### src/rtl/core/ehvf_pkg.sv
// Package with the shared types, codes and the side-ring lookup of the earliest-hit veto filter.
package ehvf_pkg;

    localparam int TIME_BITS = 32;
    localparam int TIME_W    = (TIME_BITS < 32) ? TIME_BITS : 32;

    // Strings at or above this number are in no ring and never give a top veto.
    localparam logic [6:0] LAST_ICE_STRING_END = 7'd79;

    localparam logic [0:0] CFG_IDX_SIDE = 1'b0;
    localparam logic [0:0] CFG_IDX_TOP  = 1'b1;

    localparam logic [1:0] SIDE_LAYERS_RST = 2'd1;
    localparam logic [5:0] TOP_LAYERS_RST  = 6'd5;

    localparam logic [2:0] REASON_KEPT     = 3'd0;
    localparam logic [2:0] REASON_EMPTY    = 3'd1;
    localparam logic [2:0] REASON_BAD_FIT  = 3'd2;
    localparam logic [2:0] REASON_TOP_VETO = 3'd3;
    localparam logic [2:0] REASON_SIDE     = 3'd4;

    localparam logic [1:0] RING_NONE = 2'd0;
    localparam logic [1:0] RING_1    = 2'd1;
    localparam logic [1:0] RING_2    = 2'd2;
    localparam logic [1:0] RING_3    = 2'd3;

    typedef struct packed {
        logic [6:0]         pulse_string;
        logic [5:0]         pulse_dom;
        logic signed [31:0] pulse_time;
        logic               last_pulse;
        logic               event_empty;
        logic               fit_ok;
    } t_pulse;

    typedef struct packed {
        logic       keep_event;
        logic [2:0] reject_reason;
        logic [6:0] lead_string;
    } t_result;

    typedef struct packed {
        logic [1:0] side_veto_layers;
        logic [5:0] top_veto_layers;
    } t_cfg;

    // Outer ring that a string belongs to, counted from the outside in.
    function automatic logic [1:0] side_ring(input logic [6:0] s);
        logic [1:0] ring;
        ring = RING_NONE;
        case (s) inside
            7'd1, 7'd2, 7'd3, 7'd4, 7'd5, 7'd6, 7'd7, 7'd13, 7'd14, 7'd21,
            7'd22, 7'd30, 7'd31, 7'd40, 7'd41, 7'd50, 7'd51, 7'd59, 7'd60,
            7'd67, 7'd68, 7'd72, 7'd73, 7'd74, 7'd75, 7'd76, 7'd77, 7'd78:
                ring = RING_1;
            7'd8, 7'd9, 7'd10, 7'd11, 7'd12, 7'd15, 7'd20, 7'd23, 7'd29,
            7'd32, 7'd39, 7'd42, 7'd49, 7'd52, 7'd58, 7'd61, 7'd64, 7'd65,
            7'd66, 7'd69, 7'd70, 7'd71:
                ring = RING_2;
            7'd16, 7'd17, 7'd18, 7'd19, 7'd24, 7'd28, 7'd33, 7'd38, 7'd43,
            7'd48, 7'd53, 7'd55, 7'd56, 7'd57, 7'd62, 7'd63:
                ring = RING_3;
            default:
                ring = RING_NONE;
        endcase
        return ring;
    endfunction

endpackage

### src/rtl/core/ehvf_cfg.sv
// Configuration registers of the earliest-hit veto filter.
module ehvf_cfg
    import ehvf_pkg::*;
(
    input  logic       i_clk,
    input  logic       i_rst_n,
    input  logic       i_wr,
    input  logic [0:0] i_index,
    input  logic [5:0] i_data,
    output t_cfg       o_cfg
);

    t_cfg r_cfg;
    t_cfg n_cfg;

    always_comb begin
        n_cfg = r_cfg;
        if (i_wr) begin
            unique case (i_index)
                CFG_IDX_SIDE: n_cfg.side_veto_layers = i_data[1:0];
                CFG_IDX_TOP:  n_cfg.top_veto_layers  = i_data;
                default:      n_cfg = r_cfg;
            endcase
        end
    end

    always_ff @(posedge i_clk) begin
        if (!i_rst_n) begin
            r_cfg.side_veto_layers <= SIDE_LAYERS_RST;
            r_cfg.top_veto_layers  <= TOP_LAYERS_RST;
        end else begin
            r_cfg <= n_cfg;
        end
    end

    assign o_cfg = r_cfg;

endmodule

### src/rtl/core/ehvf_track.sv
// Event tracker: top-hit flag, running earliest pulse and the keep/reject decision.
module ehvf_track
    import ehvf_pkg::*;
(
    input  logic    i_clk,
    input  logic    i_rst_n,
    input  logic    i_go,
    input  t_pulse  i_pulse,
    input  t_cfg    i_cfg,
    output logic    o_has_result,
    output t_result o_result
);

    logic                     r_top_hit;
    logic                     r_seen;
    logic signed [TIME_W-1:0] r_time;
    logic [6:0]               r_string;

    logic                     n_top_hit;
    logic                     n_seen;
    logic signed [TIME_W-1:0] n_time;
    logic [6:0]               n_string;

    logic signed [TIME_W-1:0] pulse_key;
    logic                     top_hit;
    logic                     take;
    logic [6:0]               cand_string;
    logic [1:0]               ring;
    logic                     side_hit;
    logic [2:0]               reason;

    assign pulse_key   = $signed(i_pulse.pulse_time[TIME_W-1:0]);
    assign top_hit     = r_top_hit || ((i_pulse.pulse_dom <= i_cfg.top_veto_layers)
                                       && (i_pulse.pulse_string < LAST_ICE_STRING_END));
    // Strict compare keeps the first pulse on a tie.
    assign take        = !r_seen || (pulse_key < r_time);
    assign cand_string = take ? i_pulse.pulse_string : r_string;
    assign ring        = side_ring(cand_string);
    assign side_hit    = (ring != RING_NONE) && (ring <= i_cfg.side_veto_layers);

    always_comb begin
        if (i_pulse.event_empty) begin
            reason = REASON_EMPTY;
        end else if (!i_pulse.fit_ok) begin
            reason = REASON_BAD_FIT;
        end else if (top_hit) begin
            reason = REASON_TOP_VETO;
        end else if (side_hit) begin
            reason = REASON_SIDE;
        end else begin
            reason = REASON_KEPT;
        end
    end

    assign o_has_result           = i_pulse.event_empty || i_pulse.last_pulse;
    assign o_result.keep_event    = (reason == REASON_KEPT);
    assign o_result.reject_reason = reason;
    assign o_result.lead_string   = i_pulse.event_empty ? 7'd0 : cand_string;

    always_comb begin
        n_top_hit = r_top_hit;
        n_seen    = r_seen;
        n_time    = r_time;
        n_string  = r_string;
        if (i_go) begin
            if (o_has_result) begin
                n_top_hit = 1'b0;
                n_seen    = 1'b0;
                n_time    = {1'b0, {(TIME_W-1){1'b1}}};
                n_string  = 7'd0;
            end else begin
                n_top_hit = top_hit;
                n_seen    = 1'b1;
                if (take) begin
                    n_time   = pulse_key;
                    n_string = i_pulse.pulse_string;
                end
            end
        end
    end

    always_ff @(posedge i_clk) begin
        if (!i_rst_n) begin
            r_top_hit <= 1'b0;
            r_seen    <= 1'b0;
            r_time    <= {1'b0, {(TIME_W-1){1'b1}}};
            r_string  <= 7'd0;
        end else begin
            r_top_hit <= n_top_hit;
            r_seen    <= n_seen;
            r_time    <= n_time;
            r_string  <= n_string;
        end
    end

endmodule

### src/rtl/core/earliest_hit_veto_filter.sv
// Top level of the earliest-hit veto filter: input register, event tracker and result register.
// A decision passes the input register and then the result register; a final pulse waits
// in the input register while the result register holds a decision that is not taken.
// The block takes one pulse per cycle while no final pulse waits for the result register.
// Reset clears the handshake state and the event state and loads the register defaults
// (side_veto_layers 1, top_veto_layers 5); payload registers are not reset.
module earliest_hit_veto_filter
    import ehvf_pkg::*;
(
    input  logic       i_clk,
    input  logic       i_rst_n,
    // Pulse channel.
    input  logic       i_in_valid,
    output logic       o_in_stall,
    input  t_pulse     i_in_data,
    // Decision channel.
    output logic       o_out_valid,
    input  logic       i_out_stall,
    output t_result    o_out_data,
    // Configuration write channel.
    input  logic       i_cfg_valid,
    output logic       o_cfg_ready,
    input  logic [0:0] i_cfg_index,
    input  logic [5:0] i_cfg_data
);

    // Input register: holds one pulse until the tracker can consume it.
    logic    r_s1_valid;
    t_pulse  r_s1_data;
    // Result register: holds one decision until the consumer takes it.
    logic    r_out_valid;
    t_result r_out_data;

    t_cfg    cfg;
    logic    has_result;
    t_result result;
    logic    out_free;
    logic    s1_go;
    logic    in_xfer;

    // Config port always ready; the user must write only while the block is idle, unchecked.
    assign o_cfg_ready = 1'b1;

    ehvf_cfg u_cfg (
        .i_clk   (i_clk),
        .i_rst_n (i_rst_n),
        .i_wr    (i_cfg_valid && o_cfg_ready),
        .i_index (i_cfg_index),
        .i_data  (i_cfg_data),
        .o_cfg   (cfg)
    );

    ehvf_track u_track (
        .i_clk        (i_clk),
        .i_rst_n      (i_rst_n),
        .i_go         (s1_go),
        .i_pulse      (r_s1_data),
        .i_cfg        (cfg),
        .o_has_result (has_result),
        .o_result     (result)
    );

    // The result register is free when empty or when its decision is taken this cycle.
    assign out_free = !r_out_valid || !i_out_stall;
    // A pulse that produces no decision never waits; a final pulse waits for the
    // result register.
    assign s1_go    = r_s1_valid && (!has_result || out_free);
    // The input register takes a new pulse whenever it is empty or drains this cycle, so a waiting
    // decision blocks the next pulse only while the pulse in the input register ends an event.
    assign o_in_stall = r_s1_valid && !s1_go;
    assign in_xfer    = i_in_valid && !o_in_stall;

    always_ff @(posedge i_clk) begin
        if (!i_rst_n) begin
            r_s1_valid <= 1'b0;
        end else if (in_xfer) begin
            r_s1_valid <= 1'b1;
        end else if (s1_go) begin
            r_s1_valid <= 1'b0;
        end
    end

    always_ff @(posedge i_clk) begin
        if (in_xfer) begin
            r_s1_data <= i_in_data;
        end
    end

    always_ff @(posedge i_clk) begin
        if (!i_rst_n) begin
            r_out_valid <= 1'b0;
        end else if (s1_go && has_result) begin
            r_out_valid <= 1'b1;
        end else if (!i_out_stall) begin
            r_out_valid <= 1'b0;
        end
    end

    always_ff @(posedge i_clk) begin
        if (s1_go && has_result) begin
            r_out_data <= result;
        end
    end

    assign o_out_valid = r_out_valid;
    assign o_out_data  = r_out_data;

    // A shown decision keeps the event exactly when its reason says kept.
    a_keep_matches_reason: assert property (@(posedge i_clk) disable iff (!i_rst_n)
        o_out_valid |-> (o_out_data.keep_event == (o_out_data.reject_reason == REASON_KEPT)))
        else $error("keep flag disagrees with reject reason");

    // Only the defined reason codes ever leave the block.
    a_reason_range: assert property (@(posedge i_clk) disable iff (!i_rst_n)
        o_out_valid |-> (o_out_data.reject_reason <= REASON_SIDE))
        else $error("undefined reject reason");

    // The pulse channel is stalled only while the input register holds a pulse.
    a_stall_needs_item: assert property (@(posedge i_clk) disable iff (!i_rst_n)
        o_in_stall |-> r_s1_valid)
        else $error("input stalled with an empty input register");

    // A decision loaded into the result register comes from a pulse that ended an event.
    a_result_from_end: assert property (@(posedge i_clk) disable iff (!i_rst_n)
        (r_s1_valid && s1_go && !r_s1_data.last_pulse && !r_s1_data.event_empty)
            |=> !(o_out_valid && !$past(o_out_valid)))
        else $error("decision produced by a pulse that does not end the event");

    // Reset leaves no decision on the output.
    a_reset_clears_out: assert property (@(posedge i_clk)
        !i_rst_n |=> !o_out_valid)
        else $error("decision valid after reset");

endmodule
### config.mk
export PLATFORM = sky130hd
export DESIGN_NAME = earliest_hit_veto_filter
export DESIGN_NICKNAME = d
export VERILOG_FILES = /design/src/rtl/core/ehvf_pkg.sv /design/src/rtl/core/ehvf_cfg.sv /design/src/rtl/core/ehvf_track.sv /design/src/rtl/core/earliest_hit_veto_filter.sv
export SDC_FILE = /design/constraint.sdc
export NUM_CORES = 1
export LEC_CHECK = 0
export ABC_AREA = 1
export BUFFER_PORTS_ARGS = -buffer_cell sky130_fd_sc_hd__buf_2
export CAP_MARGIN = 20
export CORE_MARGIN = 4
export CORE_UTILIZATION = 35
export CTS_BUF_LIST = sky130_fd_sc_hd__clkbuf_4 sky130_fd_sc_hd__clkbuf_8
export CTS_CLUSTER_DIAMETER = 120
export DETAILED_ROUTE_END_ITERATION = 10
export GPL_ROUTABILITY_DRIVEN = 0
export PLACE_DENSITY_LB_ADDON = 0.05
export SETUP_SLACK_MARGIN = 0.4
export SYNTH_ARGS = -nofsm -noshare
export SYNTH_HDL_FRONTEND = slang
export SYNTH_SLANG_ARGS = --single-unit
### constraint.sdc
create_clock -name i_clk -period 8.6 [get_ports i_clk]
set_input_delay 1.72 -clock i_clk [delete_from_list [all_inputs] [get_ports i_clk]]
set_output_delay 1.72 -clock i_clk [all_outputs]
set_load 0.1 [all_outputs]
==> impl_metrics.csv <==
group,metric,value,unit
clock_network,clkLatencyLatePin,390,ps
grt,grt_start_max_net_pins,49,
route,vias,4127,
logic_synthesis,synth_top_area_frac,0.321,
power,switchingPower,0.320,mW
logic_synthesis,synthCells,604,
logic_synthesis,synth_warnings,0,
logic_synthesis,synth_common_cells,"nand2_1, inv_1, edfxtp_1",
logic_synthesis,synth-seq-cells,110,
sta,fin_crit,4470,ps
power,p_comb_frac,0.166,
clock_network,cts_setup_buffers,0,
clock_network,cts_resized,0,
sta,fin_setup_tns,0,ps
power,power_density,173,nW/um^2
route,dr.pass1.iters,4,
grt,grt_use_total,0.139,
run,max-cap-violations,0,
sta,worst_slew_pin_slew,1080,ps
logic_synthesis,synthArstFlopShare,0,
status,outcome,"finished clean",
finish,antenna_cells,0,
clock_network,cts_htree_levels,3,
setup_path,cp.required,6880,ps
floorplan,dieHeight,133,um
logic_synthesis,synth_seq_area_share,0.507,
route,drtAntennaViolNets,0,
power,netSwitchingFraction,0.296,
clock_network,cts_tree,"yes",
finish,syn2layout_area_growth,13.6,%
clock_network,cts_sinks,110,
finish,fin_nets,769,
sta,fin_skew,14.0,ps
power,seqPwrFrac,0.557,
route,vias_per_cell,4.66,
finish,fillerInstances,1578,
sta,max_freq,224,MHz
setup_path,worst-setup-path-type,"in -> out",
logic_synthesis,synthFlopType,"edfxtp_1",
sta,worst_slack,4130,ps
floorplan,ioPinCount,74,
power,p_int,0.760,mW
route,wire_per_inst,13.5,um
setup_path,worst-path-max-fanout,2,
floorplan,coreArea,15300,um^2
logic_synthesis,netlist_top_cells_area,"edfxtp_1, dfxtp_1, ha_1",
setup_path,cp-start-kind,"input port",
logic_synthesis,syn_area_per_cell,9.13,um^2
floorplan,start_util,0.360,
sta,rsz0062_at_grt,"no",
logic_synthesis,synth-edff-count,59,
logic_synthesis,synthesis.area,5510,um^2
setup_path,cp_num_buf_inv,3,
grt,grt-ovfl-total,0,
placement,post-place-ws,4130,ps
clock_network,clk_pin_slew_worst_paths,100,ps
grt,grt_pass1_wl,19900,um
placement,place_hpwl,8370,um
sta,slew_headroom,0.277,
logic_synthesis,synth_nets,703,
clock_network,cts-root-buf,"clkbuf_8",
finish,multiInputGateArea,2280,um^2
clock_network,cts_buffers,9,
setup_path,path_delay_family,"buffers and inverters",
power,clkPwrFrac,0.277,
logic_synthesis,yosysMostFrequentCell,"nand2_1",
sta,finalMaxSlewViolations,0,
floorplan,fp.dieW,133,um
setup_path,worstPathArrival,2750,ps
setup_path,crit_chain,"buf_2 -> nand2_1 -> nor2_1 -> nand2_1 -> inv_1 -> buf_2",
route,drt_iter0_markers,231,
logic_synthesis,synth_top_area_cell,"edfxtp_1",
clock_network,hold_buffers,0,
power,p_leak,2.95,nW
setup_path,max_stage_delay,450,ps
floorplan,rows,45,
sta,setup_viol,0,
route,drc,0,
finish,register_area,2790,um^2
setup_path,cp-end-kind,"output port",
setup_path,rrSetupSlack,4310,ps
placement,numPortBuffers,72,
setup_path,slowest_stage,"buf_2",
min_path,worstHoldPathType,"reg -> reg",
sta,fin_crit_sh,0.520,
finish,drive_gt1_frac,0.194,
clock_network,clock_path_buffers,2,
route,drt-total-wl,12000,um
logic_synthesis,ys_types,36,
floorplan,die_area,17800,um^2
power,peakVddDrop,90.8,uV
sta,hold_viol,0,
grt,antenna_found_initial,0,
grt,grt_pass1_vias,4099,
-- layer usage --
layer  vias to the layer above  share of wire  track usage
met1                      1899           0.48        0.177
met5                         -              0            0
li1                       2162              -            -
met4                         0         0.0088       0.0406
met3                         8          0.033       0.0363
met2                        58           0.48        0.234
-- layout make-up --
| type | count | area share |
|---|---|---|
| inverters | 90 | 0.0540 |
| clock buffers | 10 | 0.0210 |
| multi-input cells | 384 | 0.365 |
| well taps | 211 | 0.0422 |
| flip-flops and latches | 110 | 0.446 |
| clock inverters | 6 | 0.00740 |
| repair buffers | 75 | 0.0644 |
-- worst paths after layout --
kind / cells past startpoint / endpoint / from
worst max-delay path: 6 / o_in_stall / i_out_stall
worst min-delay path: 2 / u_cfg.o_cfg[5] / u_cfg.o_cfg[5]
worst max register to register: 23 / o_out_data[9] / r_s1_data[8]
worst min register to register: 2 / u_cfg.o_cfg[5] / u_cfg.o_cfg[5]
-- through the flow --
step           std cells   util  area, um^2  total power [mW]  hold slack, ps
2_1_floorplan        604      -        5510             0.744             433
3_3_place_gp         869  0.395        6050             0.789             453
3_5_place_dp         870  0.397        6080             0.795             458
4_1_cts              886  0.409        6260              1.10             474
5_1_grt              886  0.409        6260              1.15             488
6_report             886  0.409        6260              1.08             469
-- power groups by stage --
stage                     Combinational [mW]  Sequential (mW)  Clock, mW
after floorplan                        0.118            0.626          0
after global placement                 0.174            0.614          0
after detailed placement               0.181            0.614          0
after CTS                              0.182            0.602      0.314
after global routing                   0.205            0.606      0.339
final                                  0.180            0.602      0.299
-- placed cells by master, fill, tap and decap left out, drive strengths merged, types with 2 or more instances in the layout --
cell	n
a21oi	33
clkinv	3
nand3b	2
nor3	4
o21ai	15
nand3	53
nand4	17
edfxtp	59
o211ai	33
dfxtp	51
inv	92
clkbuf	10
nand2	134
buf	75
ha	39
nor2	50
-- worst min-delay path, stage by stage, from the launching register on --
cell,delay (ps)
dfxtp_1,310
inv_1,70
a21oi_1,60
-- sequential cells by signal, summed over array words and instances (netlist names) --
name and cells:
u_track.r_seen 1, u_cfg.o_cfg 8, u_track.r_top_hit 1, u_track.r_string 7, u_track.r_time 32, r_s1_data 48
r_s1_valid 1, o_out_data 11, o_out_valid 1
-- cells by family after synthesis --
logic type	Yosys count	synth area share
AO/OA/AOI/OAI	83	0.0935
adder cells (fa/ha/maj)	39	0.0885
buffers and inverters	110	0.0808
flip-flops	110	0.507
other	1	0.000680
AND/OR/NAND/NOR	261	0.230
(Power assumes the default switching activity.)
